`config.mk`:
```
export PLATFORM = sky130hd
export DESIGN_NAME = mgs_job_fifo
export DESIGN_NICKNAME = d
export VERILOG_FILES = /design/src/design/mgs_pkg.sv /design/src/design/mgs_job_fifo.sv
export SDC_FILE = /design/constraint.sdc
export NUM_CORES = 1
export LEC_CHECK = 0
export ABC_AREA = 1
export CORE_ASPECT_RATIO = 0.8
export CORE_MARGIN = 2
export CORE_UTILIZATION = 30
export DETAILED_ROUTE_END_ITERATION = 8
export DONT_BUFFER_PORTS = 1
export PLACE_DENSITY = 0.5
export SLEW_MARGIN = 20
export SYNTH_ARGS = -nofsm -noshare
export SYNTH_HDL_FRONTEND = slang
export SYNTH_SLANG_ARGS = --single-unit
```
`constraint.sdc`:
```
create_clock -name clk_i -period 6.2 [get_ports clk_i]
set_clock_uncertainty 0.2 [all_clocks]
set_input_delay 0.31 -clock clk_i [delete_from_list [all_inputs] [get_ports clk_i]]
set_output_delay 0.31 -clock clk_i [all_outputs]
set_load 0.05 [all_outputs]
```
`src/design/mgs_pkg.sv`:
```
// Shared types and constants of the masked grid gradient stencil.
// No dependencies; every other design file refers to it by scoped names.
`default_nettype none

package mgs_pkg;

  // Grid limits and field widths
  localparam int MAX_WIDTH  = 1024;
  localparam int HEIGHT_MAX = 4096;
  localparam int DIST_BITS  = 16;
  localparam int COL_W      = $clog2(MAX_WIDTH);
  localparam int ROW_W      = $clog2(HEIGHT_MAX);
  localparam int GW_W       = 11;
  localparam int GH_W       = 13;
  localparam int RES_W      = 16;
  localparam int SLOPE_W    = 24;

  // Arithmetic widths: difference of two distances, then times the resolution
  localparam int DIFF_W  = DIST_BITS + 1;
  localparam int PROD_W  = DIFF_W + RES_W + 1;
  localparam int SLOPE_MAX = 8388607;
  localparam int SLOPE_MIN = -8388608;
  localparam int SH_ONE    = 8;   // one-sided difference
  localparam int SH_HALF   = 9;   // central difference, halved

  // Row store: three rows of MAX_WIDTH cells
  localparam int STORE_ROWS  = 3;
  localparam int STORE_DEPTH = STORE_ROWS * MAX_WIDTH;
  localparam int STORE_AW    = $clog2(STORE_DEPTH);
  localparam int SLOT_W      = 2;

  // Job queue between front and back
  localparam int JOB_DEPTH = 4;
  localparam int JOB_PTR_W = $clog2(JOB_DEPTH);
  localparam int JOB_CNT_W = JOB_PTR_W + 1;
  localparam int EMIT_N    = 4;

  // Configuration port
  localparam int CFG_IDX_W  = 2;
  localparam int CFG_DATA_W = 16;
  localparam logic [CFG_IDX_W-1:0] CFG_GRID_WIDTH     = 2'd0;
  localparam logic [CFG_IDX_W-1:0] CFG_GRID_HEIGHT    = 2'd1;
  localparam logic [CFG_IDX_W-1:0] CFG_INV_RESOLUTION = 2'd2;
  localparam logic [GW_W-1:0]  GW_RESET  = 11'd1024;
  localparam logic [GH_W-1:0]  GH_RESET  = 13'd1024;
  localparam logic [RES_W-1:0] RES_RESET = 16'd2560;

  typedef logic signed [DIST_BITS-1:0] dist_t;
  typedef logic signed [DIFF_W-1:0]    diff_t;
  typedef logic signed [PROD_W-1:0]    prod_t;
  typedef logic signed [SLOPE_W-1:0]   slope_t;

  // One stored cell
  typedef struct packed {
    logic  ok;
    dist_t dval;
  } cell_t;

  // Column of three cells indexed by row (0: r-2, 1: r-1, 2: r),
  // window of three columns indexed by column (0: c-2, 1: c-1, 2: c)
  typedef cell_t [2:0] col_t;
  typedef col_t  [2:0] win_t;

  // Frame geometry as used by the front
  typedef struct packed {
    logic [COL_W-1:0] col_last;
    logic [ROW_W-1:0] row_last;
    logic             restart;
  } geom_t;

  // Work for the back: neighbourhood, position of the newest cell, results due
  // mask bit 0: (c-1,r-1), 1: (c,r-1), 2: (c-1,r), 3: (c,r)
  typedef struct packed {
    win_t              win;
    logic [COL_W-1:0]  col;
    logic [ROW_W-1:0]  row;
    logic [EMIT_N-1:0] mask;
  } job_t;

  // One finished result
  typedef struct packed {
    logic [COL_W-1:0] cell_x;
    logic [ROW_W-1:0] cell_y;
    slope_t           slope_x;
    slope_t           slope_y;
    logic             gradient_valid;
    logic             last_of_run;
  } result_t;

endpackage

`default_nettype wire

```
`src/design/mgs_job_fifo.sv`:
```
// Short job queue between the front and the back of the stencil.
// Uses mgs_pkg for the job word and the depth.
`default_nettype none

module mgs_job_fifo (
  input  wire logic                         clk_i,
  input  wire logic                         rst_ni,
  input  wire logic                         push_i,
  input  wire mgs_pkg::job_t                job_i,
  input  wire logic                         pop_i,
  output mgs_pkg::job_t                     head_o,
  output logic                              valid_o,
  output logic [mgs_pkg::JOB_CNT_W-1:0]     count_o
);

  mgs_pkg::job_t                 slot_q [mgs_pkg::JOB_DEPTH];
  logic [mgs_pkg::JOB_PTR_W-1:0] wptr_q, rptr_q;
  logic [mgs_pkg::JOB_CNT_W-1:0] cnt_q;

  // Entry storage
  always_ff @(posedge clk_i) begin
    if (push_i) begin
      slot_q[wptr_q] <= job_i;
    end
  end

  // Pointers and fill count
  always_ff @(posedge clk_i or negedge rst_ni) begin
    if (!rst_ni) begin
      wptr_q <= '0;
      rptr_q <= '0;
      cnt_q  <= '0;
    end else begin
      if (push_i) begin
        wptr_q <= wptr_q + mgs_pkg::JOB_PTR_W'(1);
      end
      if (pop_i) begin
        rptr_q <= rptr_q + mgs_pkg::JOB_PTR_W'(1);
      end
      case ({push_i, pop_i})
        2'b10:   cnt_q <= cnt_q + mgs_pkg::JOB_CNT_W'(1);
        2'b01:   cnt_q <= cnt_q - mgs_pkg::JOB_CNT_W'(1);
        default: cnt_q <= cnt_q;
      endcase
    end
  end

  assign head_o  = slot_q[rptr_q];
  assign valid_o = (cnt_q != '0);
  assign count_o = cnt_q;

endmodule

`default_nettype wire

```
==> results.json <==
{
  "clock-sinks": 723,
  "dpl_cell_area_sq_mm": 0.0304,
  "antenna_found_initial": 13,
  "synth_top_area_share_pct": 73.8,
  "crit_path_end_kind": "output port",
  "final_nets": 2492,
  "rsz0062_at_grt": "no",
  "outcome": "finished, final reports clean",
  "syn_inst": 2136,
  "crit_cells": 3,
  "num_rows": 102,
  "clk_pin_slew_ns": 0.06,
  "drc_errors": 0,
  "dp_hpwl_mm": 39.0,
  "clk_latency_ns": 0.63,
  "slowest_delay_ns": 0.91,
  "pwr_density_cell_mw_per_mm2": 549,
  "htree_levels": 3,
  "core_sq_mm": 0.0965,
  "clock_path_buffers": 3,
  "synth_area_per_cell_sq_um": 13.6,
  "finalHoldViolCount": 0,
  "r2r_end": "slot_q[1][122]",
  "fin_cells": 3670,
  "slew_headroom_pct": 29.6,
  "setup_viol": 0,
  "ys_seq_area_share_pct": 74.4,
  "ir_drop_uv": 305,
  "min_path_type": "in -> reg",
  "cp.buffers_inverters": 1,
  "ys_top_cells_by_area": "edfxtp_1, nand2_1, o211ai_1, inv_1, o211ai_2",
  "avgRoutedWirePerCell_um": 18.1,
  "critPathRequiredTime_ns": 5.69,
  "critPathLaunch": "rptr_q[1]",
  "yosysTopAreaCell": "edfxtp_1",
  "cap_violations": 0,
  "grt_pass1_vias": 16500,
  "fp.dieH_um": 283,
  "ys_types": 18,
  "fmax_mhz": 258,
  "wl_mm": 66.2,
  "cts_setup_buffers": 0,
  "place.gp.congestion": 0.789,
  "p_leak_nw": 13.0,
  "cts-hold-fix-buffers": 183,
  "postRouteAntennaNets": 0,
  "first_pass_iters": 5,
  "drv_slew": 0,
  "root_buffer": "clkbuf_16",
  "syn2layout_area_growth_pct": 19.7,
  "drive_above_1_share_pct": 10.4,
  "portBuffers": 0,
  "final_cell_mix": "edfxtp_1, nand2_1, inv_1",
  "cp.arrival_ns": 3.37,
  "grt-ovfl-total": 0,
  "worst-path-max-fanout": 72,
  "synth_nets": 2325,
  "crit_path_cell_trace": "buf_4 -> o211ai_1 -> nand2_1",
  "drt-initial-drc-count": 1200,
  "die_area_sq_mm": 0.0997,
  "synth_warnings": 0,
  "cts_tree": "yes",
  "cts_made_buffers": 79,
  "initial_utilization_pct": 30.2,
  "vias_per_cell": 4.46,
  "grt_max_degree": 97,
  "cts_resized": 0,
  "fin_util_pct": 36.2,
  "vias": 16400,
  "slowest_stage": "dfrtp_4",
  "final_design_area_no_fill_sq_mm": 0.0349,
  "endpoint": "head_o[92]",
  "synthesis.area_sq_mm": 0.0291,
  "criticalPathCategory": "reg -> out",
  "die_width_um": 352,
  "placed_cells": 3339,
  "ios": 366,
  "grtUsageTotal_pct": 12.8,
  "reg2reg_from": "wptr_q[1]",
  "final.period_utilization_pct": 62.6,
  "worst_pin_slew_ns": 1.06,
  "layout_min_cycle_time_ns": 3.88,
  "crit_family": "flip-flops",
  "cp-start-kind": "register",
  "rrSetupSlack_ns": 3.61,
  "ys_ff_latch": 723,
  "final_common_cell": "edfxtp_1",
  "reg2reg_depth": 5,
  "grt_pass1_wl_mm": 97.9,
  "fin_tns_setup_ns": 0
}
[state kept, by name, indices dropped and copies added, names as in the netlist]
signal / cells
count_o: 3
rptr_q: 2
slot_q: 716
wptr_q: 2
[cells by family after synthesis]
logic type | after synthesis | synth area share (%)
and+or+nand+nor | 551 | 7.11
buffers and inverters | 492 | 7.13
AOI/OAI and AO/OA | 360 | 11.0
DFF | 723 | 74.4
adders and majority gates | 6 | 0.283
xor gates and xnor gates | 4 | 0.120
[cell type report]
type,instances,area [sq um]
multi-input cells,921,5390
repair buffers,206,2130
clock inverters,47,547
fillers,9171,61600
well taps,1300,1630
diodes,7,17.5
clock buffers,94,2060
flip-flops and latches,723,21700
inverters,372,1430
[layer usage]
metal  track usage (%)  part of all wire, %  routed length [um]
met2              21.3                   48               31800
met3              4.55                  7.6                5050
met5                 0                 0.12                  80
met1              15.8                   42               27800
met4              3.70                  2.3                1510
[worst register-to-register path: cells and delay by family (launching register included)]
| kind | cells | cell delay, ns |
|---|---|---|
| buffers and inverters | 3 | 1.14 |
| flip-flops | 1 | 0.40 |
| adder cells (fa/ha/maj) | 1 | 0.15 |
| AND/OR/NAND/NOR | 1 | 0.12 |
[power by group]
group	total (mW)	internal, mW	switching [mW]	leakage [nW]
clock	4.68	2.74	1.94	1.27
sequential	6.81	6.40	0.414	6.66
combinational	7.66	1.28	6.39	5.11
[per-stage QoR]
step,power [mW],setup WS [ns],hold slack [ns]
2_1_floorplan,13.4,1.33,-0.186
3_3_place_gp,14.5,2.94,-0.185
3_5_place_dp,14.6,2.94,-0.185
4_1_cts,19.5,2.23,0.0560
5_1_grt,20.1,2.07,0.0764
6_report,19.2,2.32,0.0472
[worst min-delay path by stage]
stage | startpoint | endpoint | slack (ns) | cells past startpoint
6_report | push_i | slot_q[3][21] | 0.05 | 2
4_1_cts | push_i | slot_q[3][21] | 0.06 | 2
3_5_place_dp | rst_ni | count_o[1] | -0.19 | 0
3_3_place_gp | rst_ni | count_o[1] | -0.19 | 0
5_1_grt | push_i | slot_q[3][21] | 0.08 | 2
2_1_floorplan | rst_ni | count_o[0] | -0.19 | 0
[cell usage after synthesis]
| master | number |
|---|---|
| edfxtp_1 | 716 |
| nand2_1 | 548 |
| inv_1 | 371 |
| o211ai_1 | 258 |
| o211ai_2 | 100 |
| buf_2 | 89 |
| buf_6 | 12 |
| clkbuf_1 | 11 |
| buf_4 | 8 |
| dfrtp_1 | 7 |
| ha_1 | 5 |
| xor2_1 | 3 |
| nand3_1 | 2 |
| o21ai_0 | 2 |
| fa_1 | 1 |
| inv_2 | 1 |
| nand4_1 | 1 |
| xnor2_1 | 1 |
No activity file was read; power rests on OpenSTA's default activity.
