[src/design/mgs_pkg.sv]
// Shared types and constants of the masked grid gradient stencil.
// No dependencies; every other design file refers to it by scoped names.
`default_nettype none

package mgs_pkg;

  // Grid limits and field widths
  localparam int MAX_WIDTH  = 1024;
  localparam int HEIGHT_MAX = 4096;
  localparam int DIST_BITS  = 16;
  localparam int COL_W      = $clog2(MAX_WIDTH);
  localparam int ROW_W      = $clog2(HEIGHT_MAX);
  localparam int GW_W       = 11;
  localparam int GH_W       = 13;
  localparam int RES_W      = 16;
  localparam int SLOPE_W    = 24;

  // Arithmetic widths: difference of two distances, then times the resolution
  localparam int DIFF_W  = DIST_BITS + 1;
  localparam int PROD_W  = DIFF_W + RES_W + 1;
  localparam int SLOPE_MAX = 8388607;
  localparam int SLOPE_MIN = -8388608;
  localparam int SH_ONE    = 8;   // one-sided difference
  localparam int SH_HALF   = 9;   // central difference, halved

  // Row store: three rows of MAX_WIDTH cells
  localparam int STORE_ROWS  = 3;
  localparam int STORE_DEPTH = STORE_ROWS * MAX_WIDTH;
  localparam int STORE_AW    = $clog2(STORE_DEPTH);
  localparam int SLOT_W      = 2;

  // Job queue between front and back
  localparam int JOB_DEPTH = 4;
  localparam int JOB_PTR_W = $clog2(JOB_DEPTH);
  localparam int JOB_CNT_W = JOB_PTR_W + 1;
  localparam int EMIT_N    = 4;

  // Configuration port
  localparam int CFG_IDX_W  = 2;
  localparam int CFG_DATA_W = 16;
  localparam logic [CFG_IDX_W-1:0] CFG_GRID_WIDTH     = 2'd0;
  localparam logic [CFG_IDX_W-1:0] CFG_GRID_HEIGHT    = 2'd1;
  localparam logic [CFG_IDX_W-1:0] CFG_INV_RESOLUTION = 2'd2;
  localparam logic [GW_W-1:0]  GW_RESET  = 11'd1024;
  localparam logic [GH_W-1:0]  GH_RESET  = 13'd1024;
  localparam logic [RES_W-1:0] RES_RESET = 16'd2560;

  typedef logic signed [DIST_BITS-1:0] dist_t;
  typedef logic signed [DIFF_W-1:0]    diff_t;
  typedef logic signed [PROD_W-1:0]    prod_t;
  typedef logic signed [SLOPE_W-1:0]   slope_t;

  // One stored cell
  typedef struct packed {
    logic  ok;
    dist_t dval;
  } cell_t;

  // Column of three cells indexed by row (0: r-2, 1: r-1, 2: r),
  // window of three columns indexed by column (0: c-2, 1: c-1, 2: c)
  typedef cell_t [2:0] col_t;
  typedef col_t  [2:0] win_t;

  // Frame geometry as used by the front
  typedef struct packed {
    logic [COL_W-1:0] col_last;
    logic [ROW_W-1:0] row_last;
    logic             restart;
  } geom_t;

  // Work for the back: neighbourhood, position of the newest cell, results due
  // mask bit 0: (c-1,r-1), 1: (c,r-1), 2: (c-1,r), 3: (c,r)
  typedef struct packed {
    win_t              win;
    logic [COL_W-1:0]  col;
    logic [ROW_W-1:0]  row;
    logic [EMIT_N-1:0] mask;
  } job_t;

  // One finished result
  typedef struct packed {
    logic [COL_W-1:0] cell_x;
    logic [ROW_W-1:0] cell_y;
    slope_t           slope_x;
    slope_t           slope_y;
    logic             gradient_valid;
    logic             last_of_run;
  } result_t;

endpackage

`default_nettype wire

[src/design/mgs_back.sv]
// Back of the stencil: expands each job into its results, forms the masked
// differences, scales them by the resolution and rounds and saturates.
// Uses mgs_pkg; three register stages, the last one is the output word.
`default_nettype none

module mgs_back (
  input  wire logic                        clk_i,
  input  wire logic                        rst_ni,
  input  wire mgs_pkg::job_t               job_i,
  input  wire logic                        job_valid_i,
  output logic                             job_pop_o,
  input  wire logic [mgs_pkg::RES_W-1:0]   inv_res_i,
  input  wire logic                        pop_i,
  output logic                             empty_o,
  output mgs_pkg::result_t                 res_o
);

  typedef struct packed {
    mgs_pkg::diff_t diff;
    logic           half;
    logic           zero;
  } axis_t;

  // Masked difference along one axis
  function automatic axis_t axis_f(input logic lo_ok, input mgs_pkg::dist_t lo,
                                   input mgs_pkg::dist_t mid, input logic hi_ok,
                                   input mgs_pkg::dist_t hi);
    axis_t a;
    a.diff = '0;
    a.half = 1'b0;
    a.zero = 1'b0;
    if (lo_ok && hi_ok) begin
      a.diff = mgs_pkg::DIFF_W'(hi) - mgs_pkg::DIFF_W'(lo);
      a.half = 1'b1;
    end else if (hi_ok) begin
      a.diff = mgs_pkg::DIFF_W'(hi) - mgs_pkg::DIFF_W'(mid);
    end else if (lo_ok) begin
      a.diff = mgs_pkg::DIFF_W'(mid) - mgs_pkg::DIFF_W'(lo);
    end else begin
      a.zero = 1'b1;
    end
    return a;
  endfunction

  // Round half up, shift, saturate to Q16.8
  function automatic mgs_pkg::slope_t round_sat(input mgs_pkg::prod_t p, input logic half);
    mgs_pkg::prod_t q, s, smax, smin;
    smax = mgs_pkg::PROD_W'(mgs_pkg::SLOPE_MAX);
    smin = mgs_pkg::PROD_W'(mgs_pkg::SLOPE_MIN);
    if (half) begin
      q = p + mgs_pkg::PROD_W'(1 << (mgs_pkg::SH_HALF - 1));
      s = q >>> mgs_pkg::SH_HALF;
    end else begin
      q = p + mgs_pkg::PROD_W'(1 << (mgs_pkg::SH_ONE - 1));
      s = q >>> mgs_pkg::SH_ONE;
    end
    if (s > smax) begin
      s = smax;
    end else if (s < smin) begin
      s = smin;
    end
    return s[mgs_pkg::SLOPE_W-1:0];
  endfunction

  logic                       en, issue, last;
  logic [mgs_pkg::EMIT_N-1:0] done_q, pending, sel_bit;
  logic [1:0]                 sel, cr, cc;
  mgs_pkg::cell_t             mid, left, right, down, up;
  logic                       left_ok, right_ok, down_ok, up_ok;
  axis_t                      ax, ay;

  logic                       v1_q, v2_q, v3_q;
  axis_t                      ax1_q, ay1_q;
  logic                       gv1_q, last1_q, gv2_q, last2_q;
  logic [mgs_pkg::COL_W-1:0]  cx1_q, cx2_q;
  logic [mgs_pkg::ROW_W-1:0]  cy1_q, cy2_q;
  mgs_pkg::prod_t             px2_q, py2_q;
  logic                       hx2_q, hy2_q, zx2_q, zy2_q;
  logic signed [mgs_pkg::RES_W:0] res_s;
  mgs_pkg::result_t           res_q;

  // Whole pipe moves unless the output word is held
  assign en    = !v3_q || pop_i;
  assign issue = en && job_valid_i;

  // Next result of the head job: lowest bit still due
  always_comb begin
    pending = job_i.mask & ~done_q;
    if (pending[0]) begin
      sel = 2'd0;
    end else if (pending[1]) begin
      sel = 2'd1;
    end else if (pending[2]) begin
      sel = 2'd2;
    end else begin
      sel = 2'd3;
    end
    sel_bit = mgs_pkg::EMIT_N'(1) << sel;
    last    = ((pending & ~sel_bit) == '0);
  end

  assign job_pop_o = issue && last;

  always_ff @(posedge clk_i or negedge rst_ni) begin
    if (!rst_ni) begin
      done_q <= '0;
    end else if (issue) begin
      done_q <= last ? '0 : (done_q | sel_bit);
    end
  end

  // Neighbourhood of the selected centre; window is [column][row]
  always_comb begin
    cr    = sel[1] ? 2'd2 : 2'd1;
    cc    = sel[0] ? 2'd2 : 2'd1;
    mid   = job_i.win[cc][cr];
    left  = job_i.win[cc - 2'd1][cr];
    right = job_i.win[2'd2][cr];
    down  = job_i.win[cc][cr - 2'd1];
    up    = job_i.win[cc][2'd2];
    left_ok  = left.ok && (sel[0] ? (job_i.col != '0)
                                  : (job_i.col >= mgs_pkg::COL_W'(2)));
    right_ok = right.ok && !sel[0];
    down_ok  = down.ok && (sel[1] ? (job_i.row != '0)
                                  : (job_i.row >= mgs_pkg::ROW_W'(2)));
    up_ok    = up.ok && !sel[1];
    ax = axis_f(left_ok, left.dval, mid.dval, right_ok, right.dval);
    ay = axis_f(down_ok, down.dval, mid.dval, up_ok, up.dval);
    if (!mid.ok) begin
      ax.zero = 1'b1;
      ay.zero = 1'b1;
    end
  end

  assign res_s = $signed({1'b0, inv_res_i});

  // Stage valids
  always_ff @(posedge clk_i or negedge rst_ni) begin
    if (!rst_ni) begin
      v1_q <= 1'b0;
      v2_q <= 1'b0;
      v3_q <= 1'b0;
    end else if (en) begin
      v1_q <= job_valid_i;
      v2_q <= v1_q;
      v3_q <= v2_q;
    end
  end

  // Stage payloads: differences, products, rounded result
  always_ff @(posedge clk_i) begin
    if (en) begin
      ax1_q   <= ax;
      ay1_q   <= ay;
      gv1_q   <= mid.ok;
      last1_q <= last;
      cx1_q   <= job_i.col - mgs_pkg::COL_W'(1) + mgs_pkg::COL_W'(sel[0]);
      cy1_q   <= job_i.row - mgs_pkg::ROW_W'(1) + mgs_pkg::ROW_W'(sel[1]);

      px2_q   <= mgs_pkg::PROD_W'(ax1_q.diff) * mgs_pkg::PROD_W'(res_s);
      py2_q   <= mgs_pkg::PROD_W'(ay1_q.diff) * mgs_pkg::PROD_W'(res_s);
      hx2_q   <= ax1_q.half;
      hy2_q   <= ay1_q.half;
      zx2_q   <= ax1_q.zero;
      zy2_q   <= ay1_q.zero;
      gv2_q   <= gv1_q;
      last2_q <= last1_q;
      cx2_q   <= cx1_q;
      cy2_q   <= cy1_q;

      res_q.cell_x         <= cx2_q;
      res_q.cell_y         <= cy2_q;
      res_q.slope_x        <= zx2_q ? '0 : round_sat(px2_q, hx2_q);
      res_q.slope_y        <= zy2_q ? '0 : round_sat(py2_q, hy2_q);
      res_q.gradient_valid <= gv2_q;
      res_q.last_of_run    <= last2_q;
    end
  end

  assign empty_o = !v3_q;
  assign res_o   = res_q;

endmodule

`default_nettype wire

[config.mk]
export PLATFORM = sky130hd
export DESIGN_NAME = mgs_back
export DESIGN_NICKNAME = d
export VERILOG_FILES = /design/src/design/mgs_pkg.sv /design/src/design/mgs_back.sv
export SDC_FILE = /design/constraint.sdc
export NUM_CORES = 2
export LEC_CHECK = 0
export BUFFER_PORTS_ARGS = -buffer_cell sky130_fd_sc_hd__buf_4
export CAP_MARGIN = 20
export CORE_ASPECT_RATIO = 0.7
export CORE_UTILIZATION = 55
export CTS_CLUSTER_SIZE = 25
export DETAILED_ROUTE_END_ITERATION = 10
export GPL_TIMING_DRIVEN = 0
export PLACE_DENSITY_LB_ADDON = 0.15
export REMOVE_ABC_BUFFERS = 1
export SYNTH_ARGS = -nofsm -noshare
export SYNTH_HDL_FRONTEND = slang
export SYNTH_SLANG_ARGS = --single-unit
[constraint.sdc]
create_clock -name clk_i -period 9.71 [get_ports clk_i]
set_input_delay 1.942 -clock clk_i [delete_from_list [all_inputs] [get_ports clk_i]]
set_output_delay 1.942 -clock clk_i [all_outputs]
set_load 0.05 [all_outputs]
==> results.md <==
- Max Root-Sink Buffers: 3
- Post-CTS resize count: 0
- Hold crit path type: flop to flop
- Nets: 5236
- Routed Wire Length: 92100 um
- Cell area after synthesis: 36700 sq um
- Hold_ws: 418 ps
- Fmax: 0.124 GHz
- Vias per inst: 5.47
- First-pass GRT wire length: 151000 um
- IO Pins: 273
- Multi-input combinational cell area: 26500 sq um
- Synth area leaders: fa_1 31%, edfxtp_1 18%, ha_1 9.3%, inv_1 7.8%, nand2_1 5.5%
- Number of fillers in the final layout: 5713
- Core area: 65400 sq um
- Post-synth EDFFs: 216
- Clk sinks: 223
- Sequential share of the synthesized area: 18.1%
- DRC: 0
- Async set-or-reset flop fraction in the synthesized netlist: 3.14%
- Largest net degree at the start of global routing: 71
- Drt wl/cell: 18.0 um
- TritonCTS Buffers: 26
- Worst-path clk slew: 60 ps
- IO buf count: 255
- Post-synth top cells: 768 x inv_1, 560 x fa_1, 539 x nand2_1, 274 x ha_1, 224 x and2_1
- Kind of critical path: input pin to flop
- Tot GR Track Use: 27.9%
- Rel. slew slack: 32.9%
- Vias in the first global route: 28176
- Arrival time at the worst endpoint: 8520 ps
- Die Y-Extent: 218 um
- Setup ws final: 1640 ps
- Initial Utilization: 56.2%
- DR vias: 27935
- Required @ worst endpoint: 10150 ps
- DP HPWL: 75000 um
- # placed instances: 5052
- H-tree Lvls: 1
- Min Tclk post-route: 8070 ps
- Setup Viol. Count Final: 0
- Die Wd: 311 um
- Mapped Cells: 4061
- Die ar.: 67800 sq um
- Antenna violations before repair: 3
- Ratio of cells with drive above 1 in the final layout: 8.38%
- Most common cell in the netlist: inv_1
- Post-Syn Area per Cell: 9.05 sq um
- Skew final: 14.4 ps
- GRT overflow: 0
- Rows: 78
- First-pass DRT Iterations: 6
- Clk root buf: clkbuf_16
- Clk Latency, worst-skew pair: 580 ps
- Cell taking the most area after synthesis: fa_1
- Detailed Route Iter0 Violations: 1877
- Hold_buf cts: 0
- Ys flop type: edfxtp_1
- Post-DRT Antenna Nets: 0
- Worst slack, placed: 1110 ps
- Status: completed
- Yosys top cell area share: 30.5%
- CP Capture Type: flop
- Post-route clock period utilization: 83.1%
- Distinct cell type count after synthesis: 85
- Non-Filler Instances: 5104
- Max-slew violations: 0
- CTS tree: yes
- Worst-Margin Slew: 1010 ps
- Crit-path max FO: 34
- RSZ-0062 raised after global routing: false
- Crit path launch type: input pin
- Final Hold Viols: 0
- Setup bufs post-CTS: 0
- Layout area overhead: 9.93%
- Yosys reg bits: 223
- Gpl congestion: 0.920
- Synthesis Warnings: 0
- Register area: 6660 sq um
- MaxCap Viol Count: 0
registers in the layout (all words and copies together) (netlist names), 4 cells and up:
signal / flops
cy2_q: 12
cx1_q: 10
ax1_q: 19
ay1_q: 19
py2_q: 27
done_q: 4
cy1_q: 12
px2_q: 27
cx2_q: 10
res_o: 72
cell type report:
type,instances,share of cell area (%)
Antenna cell,1,0.00620
Clock buffer,28,1.63
Clock inverter,20,0.620
Inverter,771,7.17
Multi-Input combinational cell,2907,65.7
Sequential cell,223,16.5
Tap cell,880,2.73
Timing Repair Buffer,274,5.62
critical path: stages:
cell,delay [ps]
buf_4,370
nand2_1,240
fa_1,830
fa_1,490
inv_1,90
fa_1,430
fa_1,490
fa_1,550
inv_1,60
fa_1,540
inv_1,50
ha_1,370
a2111oi_0,420
nand2_1,80
o21ai_0,310
o22ai_1,160
nor3_1,300
o21ai_1,220
or4_1,440
nand3_1,90
logic make-up after synthesis:
| group | share of synthesized area, % |
|---|---|
| mux | 1.73 |
| fa+ha+maj | 39.9 |
| simple gates | 15.9 |
| compound gates | 9.33 |
| flops | 18.1 |
| xor+xnor | 5.32 |
| buf+inv | 9.70 |
per-layer routing:
metal  track usage (%)  share of wire, %  vias up
li1                  -                 -    13221
met1              42.5                48    13633
met2              41.2                42      974
met3              5.33               8.1      103
met4              5.86               2.0        4
met5                 0             0.029        -
metrics by stage:
step	area [sq um]	utilization [%]	setup TNS (ps)
after global routing	40400	61.7	0
after detailed placement	39400	60.3	0
after CTS	40300	61.7	0
after global placement	39100	59.8	-197100
after floorplan	36100	-	-539
final	40400	61.8	0
cell usage in the layout, fill, tap and decap left out, types with 31 or more instances in the layout:
cell type / count
xor2_1: 90
a21oi_1: 180
nand3_1: 57
nor3_1: 41
o21a_1: 31
edfxtp_1: 216
nand2_1: 539
buf_4: 257
a21o_1: 36
o21ai_0: 134
xnor2_1: 133
nor2_1: 194
and2_1: 224
mux2i_1: 58
ha_1: 274
fa_1: 560
inv_1: 768
worst paths after layout:
check / from / to / slack [ps] / cells past startpoint
setup reg to reg: ax1_q[18]$_DFFE_PN_ / px2_q[33]$_DFFE_PN_ / 2510 / 19
hold / removal: cy1_q[2]$_DFFE_PN_ / cy2_q[2]$_DFFE_PN_ / 420 / 0
min in group asynchronous: rst_ni / done_q[2]$_DFFE_PN0P_ / 1170 / 1
setup / recovery: inv_res_i[2] / px2_q[33]$_DFFE_PN_ / 1640 / 20
max in group asynchronous: rst_ni / v1_q$_DFFE_PN0N_ / 8410 / 1
hold reg to reg: cy1_q[2]$_DFFE_PN_ / cy2_q[2]$_DFFE_PN_ / 420 / 0
Power is left out: the tool's default activity adds up to more than one toggle a clock period on the data nets, which glitch-free logic cannot reach.
